`config.mk`:
```
export PLATFORM = sky130hd
export DESIGN_NAME = sample_loop_cursor_sweep
export DESIGN_NICKNAME = d
export VERILOG_FILES = /design/src/sv/sls_pkg.sv /design/src/sv/sls_alu.sv /design/src/sv/sls_slot_file.sv /design/src/sv/sample_loop_cursor_sweep.sv
export SDC_FILE = /design/constraint.sdc
export NUM_CORES = 2
export LEC_CHECK = 0
export BUFFER_PORTS_ARGS = -buffer_cell sky130_fd_sc_hd__buf_4
export CORE_UTILIZATION = 40
export CTS_CLUSTER_DIAMETER = 40
export CTS_CLUSTER_SIZE = 12
export DETAILED_ROUTE_END_ITERATION = 10
export PLACE_DENSITY = 0.65
export SYNTH_ARGS = -nofsm -noshare
export SYNTH_HDL_FRONTEND = slang
export SYNTH_SLANG_ARGS = --single-unit
```
`constraint.sdc`:
```
create_clock -name clk -period 7.4 [get_ports clk]
set_input_delay 0.37 -clock clk [delete_from_list [all_inputs] [get_ports clk]]
set_output_delay 0.37 -clock clk [all_outputs]
set_load 0.005 [all_outputs]
```
`src/sv/sls_pkg.sv`:
```
package sls_pkg;

	localparam int WORD_W   = 32;
	localparam int MAX_WALK = 8;
	localparam int CFG_W    = 4;

	localparam logic CMD_ARM  = 1'b0;
	localparam logic CMD_TICK = 1'b1;

	typedef struct packed {
		logic               cmd;
		logic [2:0]         slot;
		logic [31:0]        start_head;
		logic signed [15:0] sweep_acc;
		logic [15:0]        step_limit;
		logic [15:0]        steps_left;
		logic [7:0]         frame_reload;
		logic               bounce_enable;
		logic [31:0]        loop_start;
		logic [31:0]        loop_length;
		logic [31:0]        wrap_threshold;
		logic [31:0]        wrap_span;
	} sls_in_t;

	typedef struct packed {
		logic [2:0]  out_slot;
		logic [31:0] cursor;
		logic        still_active;
		logic        last;
	} sls_out_t;

	// slot state: control part is reset, payload part is not
	typedef struct packed {
		logic        on;
		logic        bounce;
		logic [7:0]  countdown;
	} sls_ctl_t;

	typedef struct packed {
		logic [31:0] head;
		logic [15:0] acc;
		logic [15:0] reload;
		logic [15:0] remaining;
		logic [7:0]  cd_reload;
		logic [31:0] wstart;
		logic [31:0] wlen;
		logic [31:0] thr;
		logic [31:0] span;
	} sls_data_t;

	typedef struct packed {
		sls_ctl_t  ctl;
		sls_data_t data;
	} sls_slot_t;

	typedef enum logic [3:0] {
		ST_IDLE,
		ST_LOAD,
		ST_NXT,
		ST_TOP,
		ST_THR,
		ST_SPAN,
		ST_CMP1,
		ST_CMP2,
		ST_EMIT
	} sls_state_t;

	// operand set for the shared adder
	typedef struct packed {
		logic [WORD_W-1:0] a;
		logic [WORD_W-1:0] b;
		logic              sub;
	} sls_alu_op_t;

endpackage

```
`src/sv/sls_alu.sv`:
```
module sls_alu
	import sls_pkg::*;
(
	input  sls_alu_op_t       op,
	output logic [WORD_W-1:0] sum,
	output logic              carry
);

	logic [WORD_W-1:0] b_eff;

	// a - b as a + ~b + 1; carry set means a >= b (unsigned)
	assign b_eff = op.sub ? ~op.b : op.b;
	assign {carry, sum} = {1'b0, op.a} + {1'b0, b_eff} + {{WORD_W{1'b0}}, op.sub};

endmodule

```
`src/sv/sls_slot_file.sv`:
```
module sls_slot_file
	import sls_pkg::*;
#(
	parameter int NUM_SLOTS = 8,
	parameter int IDX_W     = 3
) (
	input  logic             clk,
	input  logic             arst_n,
	input  logic             we,
	input  logic [IDX_W-1:0] waddr,
	input  sls_slot_t        wdata,
	input  logic [IDX_W-1:0] raddr,
	output sls_slot_t        rdata
);

	sls_ctl_t  ctl_q  [NUM_SLOTS];
	sls_data_t data_q [NUM_SLOTS];

	always_ff @(posedge clk or negedge arst_n) begin
		if (!arst_n) begin
			for (int i = 0; i < NUM_SLOTS; i++) begin
				ctl_q[i] <= '0;
			end
		end else if (we) begin
			ctl_q[waddr] <= wdata.ctl;
		end
	end

	always_ff @(posedge clk) begin
		if (we) begin
			data_q[waddr] <= wdata.data;
		end
	end

	assign rdata.ctl  = ctl_q[raddr];
	assign rdata.data = data_q[raddr];

endmodule

```
`src/sv/sample_loop_cursor_sweep.sv`:
```
// Channel   Ports                         Transfer condition
// -------   ---------------------------   -------------------------------
// command   start, busy, item             start && !busy
// result    result_valid, result          result_valid (one cycle, no stall)
// config    cfg_valid, cfg_ready, cfg_data cfg_valid && cfg_ready
//
// Arm commands take effect in the transfer cycle; busy stays low.
// A frame tick walks min(active_slots, NUM_SLOTS, 8) slots, one at a time,
// through one shared 32-bit adder/comparator. Per slot: load, six adder
// passes and emit when the slot steps; just load and emit when it only counts
// down, is inactive or retires.
// Reset clears the sequencer, active_slots and the per-slot on/bounce/countdown
// bits; slot payload is loaded by arm. The receiver cannot stall results.
module sample_loop_cursor_sweep
	import sls_pkg::*;
#(
	parameter int NUM_SLOTS = 8
) (
	input  logic             clk,
	input  logic             arst_n,
	input  logic             start,
	output logic             busy,
	input  sls_in_t          item,
	output logic             result_valid,
	output sls_out_t         result,
	input  logic             cfg_valid,
	output logic             cfg_ready,
	input  logic [CFG_W-1:0] cfg_data
);

	localparam int IDX_W    = (NUM_SLOTS > 1) ? $clog2(NUM_SLOTS) : 1;
	localparam int WALK_MAX = (NUM_SLOTS < MAX_WALK) ? NUM_SLOTS : MAX_WALK;
	localparam logic [CFG_W-1:0] WALK_LIM = CFG_W'(WALK_MAX);

	sls_state_t state_q, state_d;

	logic [CFG_W-1:0] active_slots_q;
	logic [CFG_W-1:0] walk_q;
	logic [CFG_W-1:0] cnt_q;
	logic [CFG_W-1:0] walk_d;

	sls_slot_t         wk_q;       // working copy of the slot being walked
	logic [WORD_W-1:0] nxt_q;      // candidate cursor
	logic [WORD_W-1:0] top_q;      // window top
	logic [WORD_W-1:0] t_q;        // span-adjusted cursor
	logic              above_q;    // cursor above wrap threshold
	logic              pass1_q;

	sls_slot_t         rd_slot;
	sls_slot_t         ld_slot;    // slot after countdown / bounce handling
	logic              ld_step;
	sls_slot_t         arm_slot;
	sls_slot_t         wr_slot;
	logic              wr_en;
	logic [IDX_W-1:0]  wr_idx;
	logic [IDX_W-1:0]  rd_idx;

	sls_alu_op_t       alu_op;
	logic [WORD_W-1:0] alu_sum;
	logic              alu_carry;

	logic              accept;
	logic              arm_go;
	logic              tick_go;
	logic              last_slot;
	logic              pass;

	assign accept    = start && !busy;
	assign arm_go    = accept && (item.cmd == CMD_ARM) && (int'(item.slot) < NUM_SLOTS);
	assign walk_d    = (active_slots_q > WALK_LIM) ? WALK_LIM : active_slots_q;
	assign tick_go   = accept && (item.cmd == CMD_TICK) && (walk_d != '0);
	assign last_slot = (cnt_q + CFG_W'(1)) == walk_q;
	assign pass      = pass1_q && alu_carry;
	assign cfg_ready = 1'b1;

	// ---------------------------------------------------------------
	// Slot storage: one write port shared by arm and tick write-back
	// ---------------------------------------------------------------
	always_comb begin
		arm_slot.ctl.on          = 1'b1;
		arm_slot.ctl.bounce      = item.bounce_enable;
		arm_slot.ctl.countdown   = '0;
		arm_slot.data.head       = item.start_head;
		arm_slot.data.acc        = item.sweep_acc;
		arm_slot.data.reload     = item.step_limit;
		arm_slot.data.remaining  = item.steps_left;
		arm_slot.data.cd_reload  = item.frame_reload;
		arm_slot.data.wstart     = item.loop_start;
		arm_slot.data.wlen       = item.loop_length;
		arm_slot.data.thr        = item.wrap_threshold;
		arm_slot.data.span       = item.wrap_span;
	end

	assign rd_idx  = IDX_W'(cnt_q);
	assign wr_en   = arm_go || (state_q == ST_EMIT);
	assign wr_idx  = arm_go ? IDX_W'(item.slot) : rd_idx;
	assign wr_slot = arm_go ? arm_slot : wk_q;

	sls_slot_file #(
		.NUM_SLOTS(NUM_SLOTS),
		.IDX_W    (IDX_W)
	) u_file (
		.clk   (clk),
		.arst_n(arst_n),
		.we    (wr_en),
		.waddr (wr_idx),
		.wdata (wr_slot),
		.raddr (rd_idx),
		.rdata (rd_slot)
	);

	// ---------------------------------------------------------------
	// Load: countdown, then bounce or retire when out of steps.
	// The slot only moves when steps remain after that.
	// ---------------------------------------------------------------
	always_comb begin
		ld_slot = rd_slot;
		ld_step = 1'b0;
		if (rd_slot.ctl.on) begin
			if (rd_slot.ctl.countdown != '0) begin
				ld_slot.ctl.countdown = rd_slot.ctl.countdown - 8'd1;
			end else begin
				ld_slot.ctl.countdown = rd_slot.data.cd_reload;
				if (rd_slot.data.remaining == '0) begin
					if (rd_slot.ctl.bounce) begin
						ld_slot.data.remaining = rd_slot.data.reload;
						ld_slot.data.acc       = 16'd0 - rd_slot.data.acc;
					end else begin
						ld_slot.ctl.on     = 1'b0;
						ld_slot.ctl.bounce = 1'b0;
					end
				end
				ld_step = (ld_slot.data.remaining != '0);
			end
		end
	end

	// ---------------------------------------------------------------
	// Shared adder / comparator
	// ---------------------------------------------------------------
	sls_alu u_alu (
		.op   (alu_op),
		.sum  (alu_sum),
		.carry(alu_carry)
	);

	// ---------------------------------------------------------------
	// Sequencer: next state
	// ---------------------------------------------------------------
	always_comb begin
		state_d = state_q;
		unique case (state_q)
			ST_IDLE: begin
				if (tick_go) begin
					state_d = ST_LOAD;
				end
			end
			ST_LOAD: state_d = ld_step ? ST_NXT : ST_EMIT;
			ST_NXT:  state_d = ST_TOP;
			ST_TOP:  state_d = ST_THR;
			ST_THR:  state_d = ST_SPAN;
			ST_SPAN: state_d = ST_CMP1;
			ST_CMP1: state_d = ST_CMP2;
			ST_CMP2: state_d = ST_EMIT;
			ST_EMIT: state_d = last_slot ? ST_IDLE : ST_LOAD;
			default: state_d = ST_IDLE;
		endcase
	end

	// ---------------------------------------------------------------
	// Sequencer: outputs and adder operands.
	// Above threshold: pass if nxt - span >= base and nxt <= top.
	// Otherwise:       pass if nxt >= base and nxt + span <= top.
	// ---------------------------------------------------------------
	always_comb begin
		busy         = 1'b1;
		result_valid = 1'b0;
		alu_op       = '0;
		unique case (state_q)
			ST_IDLE: busy = 1'b0;
			ST_LOAD: ;
			ST_NXT: begin
				alu_op.a = wk_q.data.head;
				alu_op.b = {{(WORD_W-16){wk_q.data.acc[15]}}, wk_q.data.acc};
			end
			ST_TOP: begin
				alu_op.a = wk_q.data.wstart;
				alu_op.b = wk_q.data.wlen;
			end
			ST_THR: begin
				alu_op.a   = wk_q.data.thr;
				alu_op.b   = wk_q.data.head;
				alu_op.sub = 1'b1;
			end
			ST_SPAN: begin
				alu_op.a   = nxt_q;
				alu_op.b   = wk_q.data.span;
				alu_op.sub = above_q;
			end
			ST_CMP1: begin
				alu_op.a   = above_q ? t_q : nxt_q;
				alu_op.b   = wk_q.data.wstart;
				alu_op.sub = 1'b1;
			end
			ST_CMP2: begin
				alu_op.a   = top_q;
				alu_op.b   = above_q ? nxt_q : t_q;
				alu_op.sub = 1'b1;
			end
			ST_EMIT: result_valid = 1'b1;
			default: busy = 1'b0;
		endcase
	end

	assign result.out_slot     = 3'(cnt_q);
	assign result.cursor       = wk_q.data.head;
	assign result.still_active = wk_q.ctl.on;
	assign result.last         = last_slot;

	// ---------------------------------------------------------------
	// Control registers
	// ---------------------------------------------------------------
	always_ff @(posedge clk or negedge arst_n) begin
		if (!arst_n) begin
			state_q        <= ST_IDLE;
			active_slots_q <= '0;
			walk_q         <= '0;
			cnt_q          <= '0;
		end else begin
			state_q <= state_d;
			if (cfg_valid && cfg_ready) begin
				active_slots_q <= cfg_data;
			end
			if (tick_go) begin
				walk_q <= walk_d;
				cnt_q  <= '0;
			end else if (state_q == ST_EMIT) begin
				cnt_q <= cnt_q + CFG_W'(1);
			end
		end
	end

	// ---------------------------------------------------------------
	// Working registers
	// ---------------------------------------------------------------
	always_ff @(posedge clk) begin
		case (state_q)
			ST_LOAD: wk_q    <= ld_slot;
			ST_NXT:  nxt_q   <= alu_sum;
			ST_TOP:  top_q   <= alu_sum;
			ST_THR:  above_q <= !alu_carry;   // borrow on thr - cur
			ST_SPAN: t_q     <= alu_sum;
			ST_CMP1: pass1_q <= alu_carry;
			ST_CMP2: begin
				if (pass) begin
					wk_q.data.head      <= nxt_q;
					wk_q.data.remaining <= wk_q.data.remaining - 16'd1;
				end else begin
					wk_q.data.reload    <= wk_q.data.reload - wk_q.data.remaining;
					wk_q.data.remaining <= '0;
				end
			end
			default: ;
		endcase
	end

	// ---------------------------------------------------------------
	// Checks
	// ---------------------------------------------------------------
	a_result_while_busy: assert property (@(posedge clk) disable iff (!arst_n)
		result_valid |-> busy)
		else $error("result outside a walk");

	a_last_ends_walk: assert property (@(posedge clk) disable iff (!arst_n)
		(result_valid && result.last) |=> !busy)
		else $error("walk continues after last result");

	a_results_spaced: assert property (@(posedge clk) disable iff (!arst_n)
		(result_valid && !result.last) |=> !result_valid)
		else $error("results back to back within a walk");

	a_tick_starts_walk: assert property (@(posedge clk) disable iff (!arst_n)
		(start && !busy && item.cmd == CMD_TICK && active_slots_q != '0) |=> busy)
		else $error("tick did not start a walk");

endmodule
```
=== Word level (Yosys, flattened, before mapping) ===
Memories as Yosys holds them, arrays and structs flattened.
Cells that the tools add are included.

* Memory bits (writable): 1728
* Word-level logic and storage cells: 139
* Memories kept: 1
* Input port bits: 229
* Register bits: 420

{| class="wikitable"
|+ Memory list
! name !! depth !! bits a word !! read ports !! clocked after memory_dff !! write ports !! RTL line !! RTL
|-
| u_file.data_q || 8 || 216 || 1 || 0 || 1 || sls_slot_file.sv:17 || <nowiki>sls_data_t data_q [NUM_SLOTS];</nowiki>
|}

* Muxes and demuxes: 46
* Bitwise logic cells: 4
* Add/sub/neg operators: 7
* $lt $le $gt $ge: 4
* Reductions and logical operators: 20
* Eq/ne operators: 12

{| class="wikitable"
|+ Operator list
! cell !! number
|-
| $pmux 64 s6 || 1
|-
| $mux 226 || 1
|-
| $mux 16 || 12
|-
| $mux 32 || 4
|-
| $pmux 32 s2 || 2
|-
| $bwmux 80 || 1
|-
| $pmux 4 s9 || 1
|-
| $add 32x32->33 || 1
|-
| $add 33x1->33 || 1
|-
| $not 32->32 || 1
|-
| $bmux 10 s3 || 1
|-
| $demux 10 s3 || 1
|-
| $mux 10 || 3
|-
| $mux 4 || 5
|-
| $eq 4x3->1 const B || 4
|-
| $logic_not 16->1 || 1
|-
| $reduce_bool 16->1 || 1
|-
| $sub 1x16->16 const A || 1
|-
| $sub 16x1->16 const B || 1
|-
| $sub 16x16->16 || 1
|-
| $mux 9 || 1
|-
| $eq 4x2->1 const B || 2
|-
| $ge 4x4->1 const B || 2
|-
| $mux 8 || 1
|-
| other kinds (24) || 43
|}

=== Depth between registers and ports, before layout ===
* Word-level depth: 13
* Depth in mapped cells: 24
* Gate-level depth less buffers: 19

=== Cells and area by module ===
Synthesis repeated with hierarchy kept, for this count alone.

* Cell total of the unflattened synthesis: 4584
* Area total of the unflattened synthesis: 89071.7 um2

{| class="wikitable"
|+ By module, submodules not included
! module !! instances !! seq. area each (um2) !! cells an instance !! area each (um2)
|-
| sls_slot_file || 1 || 53891.7 || 2711 || 68375.6
|-
| sample_loop_cursor_sweep || 1 || 10129.7 || 1535 || 18357.6
|-
| sls_alu || 1 || 0.0 || 338 || 2338.5
|}

=== Worst setup path before layout ===
OpenSTA, ideal clock, no wires.

* Path kind: register to register
* Start point: register state_q[2]
* End point: memory u_file.data_q[4][0] in the netlist's numbering, enable pin
* Cell stages (with the launch flop): 11
* Library setup time: 0.566 ns
* Path slack: 0.323 ns
* Required time: 6.834 ns
* Clock period less this slack: 7.077 ns
* Path buffers: 3
* Arrival time: 6.511 ns
* Cells stage by stage: dfrtp_1 > clkbuf_1 > nor3_1 > xor2_1 > nand2_1 > or2_1 > clkbuf_1 > o32a_1 > or2_1 > clkbuf_1 > inv_1

* Cells in the longest elaborated chain, start to end: 9

{| class="wikitable"
|+ RTL lines
! what !! RTL line !! RTL
|-
| start: declaration || sample_loop_cursor_sweep.sv:35 || <nowiki>sls_state_t state_q, state_d;</nowiki>
|-
| start signal: assignment || sample_loop_cursor_sweep.sv:230 || <nowiki>state_q <= state_d;</nowiki>
|-
| $eq 4x4->1 (tied with other cells) || sample_loop_cursor_sweep.sv:95, sample_loop_cursor_sweep.sv:179 ||
|-
| $reduce_or 8->1 (no line) || n/a ||
|-
| $mux 1 || sample_loop_cursor_sweep.sv:179 || <nowiki>unique case (state_q)</nowiki>
|-
| $logic_not 1->1 || sample_loop_cursor_sweep.sv:68 || <nowiki>assign accept = start && !busy;</nowiki>
|-
| $logic_and 1x1->1 || sample_loop_cursor_sweep.sv:68 ||
|-
| $logic_and 1x1->1 || sample_loop_cursor_sweep.sv:69 || <nowiki>assign arm_go = accept && (item.cmd == CMD_ARM) && (int'(item.slot) < NUM_SLOTS);</nowiki>
|-
| $logic_or 1x1->1 || sample_loop_cursor_sweep.sv:95 || <nowiki>assign wr_en = arm_go || (state_q == ST_EMIT);</nowiki>
|-
| $mux 1 || sls_slot_file.sv:30 || <nowiki>if (we) begin</nowiki>
|-
| $mux 1 (not written as such) || sls_slot_file.sv:31 || <nowiki>data_q[waddr] <= wdata.data;</nowiki>
|-
| end: declaration || sls_slot_file.sv:17 ||
|}

Parallel ways exist; a longest one is shown, timed or not.

=== Worst setup path after layout ===
* Start point: register state_q[2]
* End point: register wk_q, in the netlist result[9], enable pin

* Cells in the longest elaborated chain, start to end: 9

{| class="wikitable"
|+ RTL lines
! what !! RTL line !! RTL
|-
| $eq 4x3->1 or $eq 4x2->1 (tied branches) || sample_loop_cursor_sweep.sv:179 ||
|-
| $reduce_or 3->1 (no line) or $pmux 64 s6 (tied branches) || n/a ||
|-
| $pmux 1 s2 or $not 32->32 (tied branches) || sample_loop_cursor_sweep.sv:179, sls_alu.sv:12 ||
|-
| $mux 32 || sls_alu.sv:12 || <nowiki>assign b_eff = op.sub ? ~op.b : op.b;</nowiki>
|-
| $add 32x32->33 || sls_alu.sv:13 || <nowiki>assign {carry, sum} = {1'b0, op.a} + {1'b0, b_eff} + {{WORD_W{1'b0}}, op.sub};</nowiki>
|-
| $add 33x1->33 (*) || sls_alu.sv:13 ||
|-
| net alu_carry || sample_loop_cursor_sweep.sv:60 || <nowiki>logic alu_carry;</nowiki>
|-
| $logic_and 1x1->1 (*) || sample_loop_cursor_sweep.sv:73 || <nowiki>assign pass = pass1_q && alu_carry;</nowiki>
|-
| $ne 2x2->1 (no line) (*) || n/a ||
|-
| $reduce_and 2->1 (no line) (*) || n/a ||
|-
| end signal: assignment || sample_loop_cursor_sweep.sv:248 || <nowiki>ST_LOAD: wk_q <= ld_slot;</nowiki>
|-
| end: declaration || sample_loop_cursor_sweep.sv:42 || <nowiki>sls_slot_t wk_q;</nowiki>
|}

Mark *: on every way through the listed nets, which the timed path passes. The rest lies on a longest branch.
A chain may end at the register's enable or synchronous reset.

==> impl_results.md <==
* Die extent in x at 472 um
* Remaining DRCs at 0
* Yosys Warn Count at 0
* Clk_skew at 97.7 ps
* Top Ports at 269
* Worst reg2reg startpoint: state_q[2]$_DFFE_PN0P_
* Pre-CTS setup slack at just under 1000 ps
* ANT nets after route at 0
* Reg clk slew, reported paths at 50 ps
* Vias at 48643
* Fin crit period at 6640 ps
* Area growth syn-to-layout at 19.7%
* Initial DRC count at between 4000 and 5000
* CP Capture Type: flop
* Seq. cell area at 64000 sq um
* Fillers at 18169
* Final core occ at 0.482
* Post-synth top area share at 0.697
* Post-synth EDFFs at a little over 2000
* Layout cells sized above 1 at 0.271
* Routed wire length at around 230 mm
* Vias in the first global route at 49249
* Core Region at ~220000 sq um
* Slowest cell delay on critical path at 820 ps
* Clock sink count at 2148
* Synth Instances at 4951
* Max Freq at 0.151 GHz
* CTS-repair resized insts at 0
* Hold Path Origin: item[134]
* Critical Path RT at slightly below 8000 ps
* Initial antenna violation count at 7
* Synth async-reset ratio at 0.0447
* Worst setup SP type: flop
* PwrDens at about 410 nW/um^2
* CTS Root Cell: clkbuf_16
* Hold Fails Final Rpt at 0
* Largest net degree at the start of global routing at roughly 120
* Row count at 172
* Final Power at 0.0438 W
* Most frequent CP cell: nand2_2
* Gr usage total at 0.207
* Final max-slew violation count at 0
* WP data arrival at a little over 7000 ps
* Outcome: completed
* # Max-Cap Violations at 0
* Clk_lat worst skew at 940 ps
* CP max stage cell: nand2_2
* Routed len/inst at between 20 and 30 um
* Clock tree from TritonCTS: done
* Final Setup Violations at 0
* Port bufs at 267
* Most frequent cell after synthesis: edfxtp_1
* Drt via density at 5.60
* H-tree depth at 5
* Unrepaired setup endpoints after global routing: false
* Tightest Hold Check Type: input port to flop
* Syn nets at 5232
* Mapped cell area at 88400 sq um
* Slew HR at 0.171
* DIE AREA at between 200000 and 250000 sq um
* CP Cell Sequence: nor2b_1 > nand3_4 > o21ai_0 > a221o_1 > a221oi_1 > xnor2_1 > ha_1 > and3_1 > nand4_1 > or3_1 > a211oi_1 > nor3_1 > a22o_1 > o21a_1 > inv_2 > and2_1 > nand2_2 > nand2_2
* Initial Util at 0.402
* Final hold slack at 12.4 ps
* Primary FF master, synth: edfxtp_1
* Worst slew pin tran at 1230 ps
* Top cells by area, synth: edfxtp_1, mux4_2, nand2_1
* CP Launch Point: state_q[2]$_DFFE_PN0P_
* Clock Tree Buf Depth at 4
* Syn Area/Cell at 17.9 sq um
* RePlAce Congestion at 0.908
* Sequential-to-total area share from yosys stat at 0.724
* Tcrit/Tclk final at 0.897
* Synth unique cells at 85
* First-pass GRT wire length at 339 mm
* Synth top cells by count: edfxtp_1, nand2_1, mux4_2
* Grt total ovfl at 0
* Final worst setup slack at 765 ps
* Setup TNS at 0 ps
* Crit Path Class: flop to flop
* LEAKAGE at about 36 nW
* Yosys reg bits at approximately 2100
* CTS Buf Count at 315
* Multi-input gate area at 22900 sq um
* Area leader, netlist: edfxtp_1
* Peak supply drop at 0.000293 V
* Detailed Place HPWL at 142 mm
* Drt pass-1 iters at 6
* Die height at 472 um
* Largest fanout on the critical path at 33
* Nets at 5785
where the power goes:
part	internal [W]	switching, W	total [W]
clock network	0.00897	0.00542	0.0144
registers	0.0174	0.00145	0.0188
logic	0.00399	0.00652	0.0105
total	0.0304	0.0134	0.0438
layer usage:
layer	up-vias	global-route usage	part of all wire
met2	1918	0.335	0.48
met3	351	0.0373	0.071
met4	4	0.0730	0.034
li1	20752	-	-
met1	25618	0.282	0.41
met5	-	0	0.00012
flip-flops by register name, summed over array words and instances (netlist names):
name            count
above_q             1
active_slots_q      4
cnt_q               4
nxt_q              32
pass1_q             1
result             33
state_q             4
t_q                32
top_q              32
u_file.ctl_q       80
u_file.data_q    1728
walk_q              4
wk_q              193
final timing paths:
| check | cells past startpoint | to | slack [ps] |
|---|---|---|---|
| worst min register to register | 2 | u_file.ctl_q[34]$_DFFE_PN0P_ | 470 |
| worst max register to register | 18 | result[9]$_DFFE_PP_ | 760 |
| worst min-delay path | 3 | u_file.data_q[0][133]$_DFFE_PP_ | 10 |
| worst max-delay path | 18 | result[9]$_DFFE_PP_ | 760 |
| min in group asynchronous | 2 | cnt_q[3]$_DFFE_PN0P_ | 60 |
| max in group asynchronous | 3 | cnt_q[0]$_DFFE_PN0P_ | 6090 |
layout by cell type (no fill, tap or decap), types with 24 or more instances in the layout:
cell,synthesis,layout
xnor2_1,84,84
a221oi_1,31,31
o21ai_1,29,30
nor2_1,79,76
inv_6,0,25
a21o_1,29,29
edfxtp_1,2052,2052
clkbuf_16,0,322
clkinvlp_4,0,32
mux2_2,191,191
nand3_1,27,26
o21ai_0,148,147
clkinv_4,0,31
clkbuf_1,172,24
inv_1,54,48
ha_1,50,50
a221o_1,57,57
buf_12,0,27
a22oi_1,36,36
nand2_1,815,814
mux4_2,452,452
a21oi_1,52,52
buf_4,48,347
bufinv_16,0,28
mux2i_1,114,114
dlygate4sd3_1,0,163
dfrtp_1,96,93
clkinv_2,0,41
cell type report:
type,count,area share
multi-input combinational,2447,0.216
clock buffer,347,0.0771
clock inverter,190,0.0189
tap,2958,0.0350
inverter,55,0.00238
antenna,3,0.0000709
timing repair buffer,537,0.0451
sequential,2148,0.605
worst max-delay path: cells and delay by family, from the launching register on:
kind | cells | cell delay (ps)
simple gates | 9 | 3350
flops | 1 | 740
fa+ha+maj | 1 | 400
xor+xnor | 1 | 180
buf+inv | 1 | 80
compound gates | 6 | 1370
what timing repair did:
action                                  4_1_cts  5_1_grt
hold buffers                                163        0
endpoints found under the hold margin      1216        0
buffers inserted                              0        0
endpoints found under the setup margin        0        0
cell families (layout without fill, tap and decap cells):
kind of cell | after synthesis | in the layout | synth area share
multiplexers | 761 | 761 | 0.153
AO/OA/AOI/OAI | 492 | 492 | 0.0385
adder cells (fa/ha/maj) | 52 | 52 | 0.00753
XOR/XNOR | 104 | 104 | 0.0103
other | 1 | 4 | 0.0000424
buffers and inverters | 356 | 1129 | 0.0183
flip-flops | 2148 | 2148 | 0.724
AND/OR/NAND/NOR | 1037 | 1037 | 0.0484
through the flow:
| stage | std cells | area, sq um |
|---|---|---|
| 2_1_floorplan | 4951 | 88400 |
| 3_3_place_gp | 7982 | 94000 |
| 3_5_place_dp | 7982 | 94000 |
| 4_1_cts | 8682 | 106000 |
| 5_1_grt | 8682 | 106000 |
| 6_report | 8685 | 106000 |
Note: power is estimated with default switching activity, not from simulation.
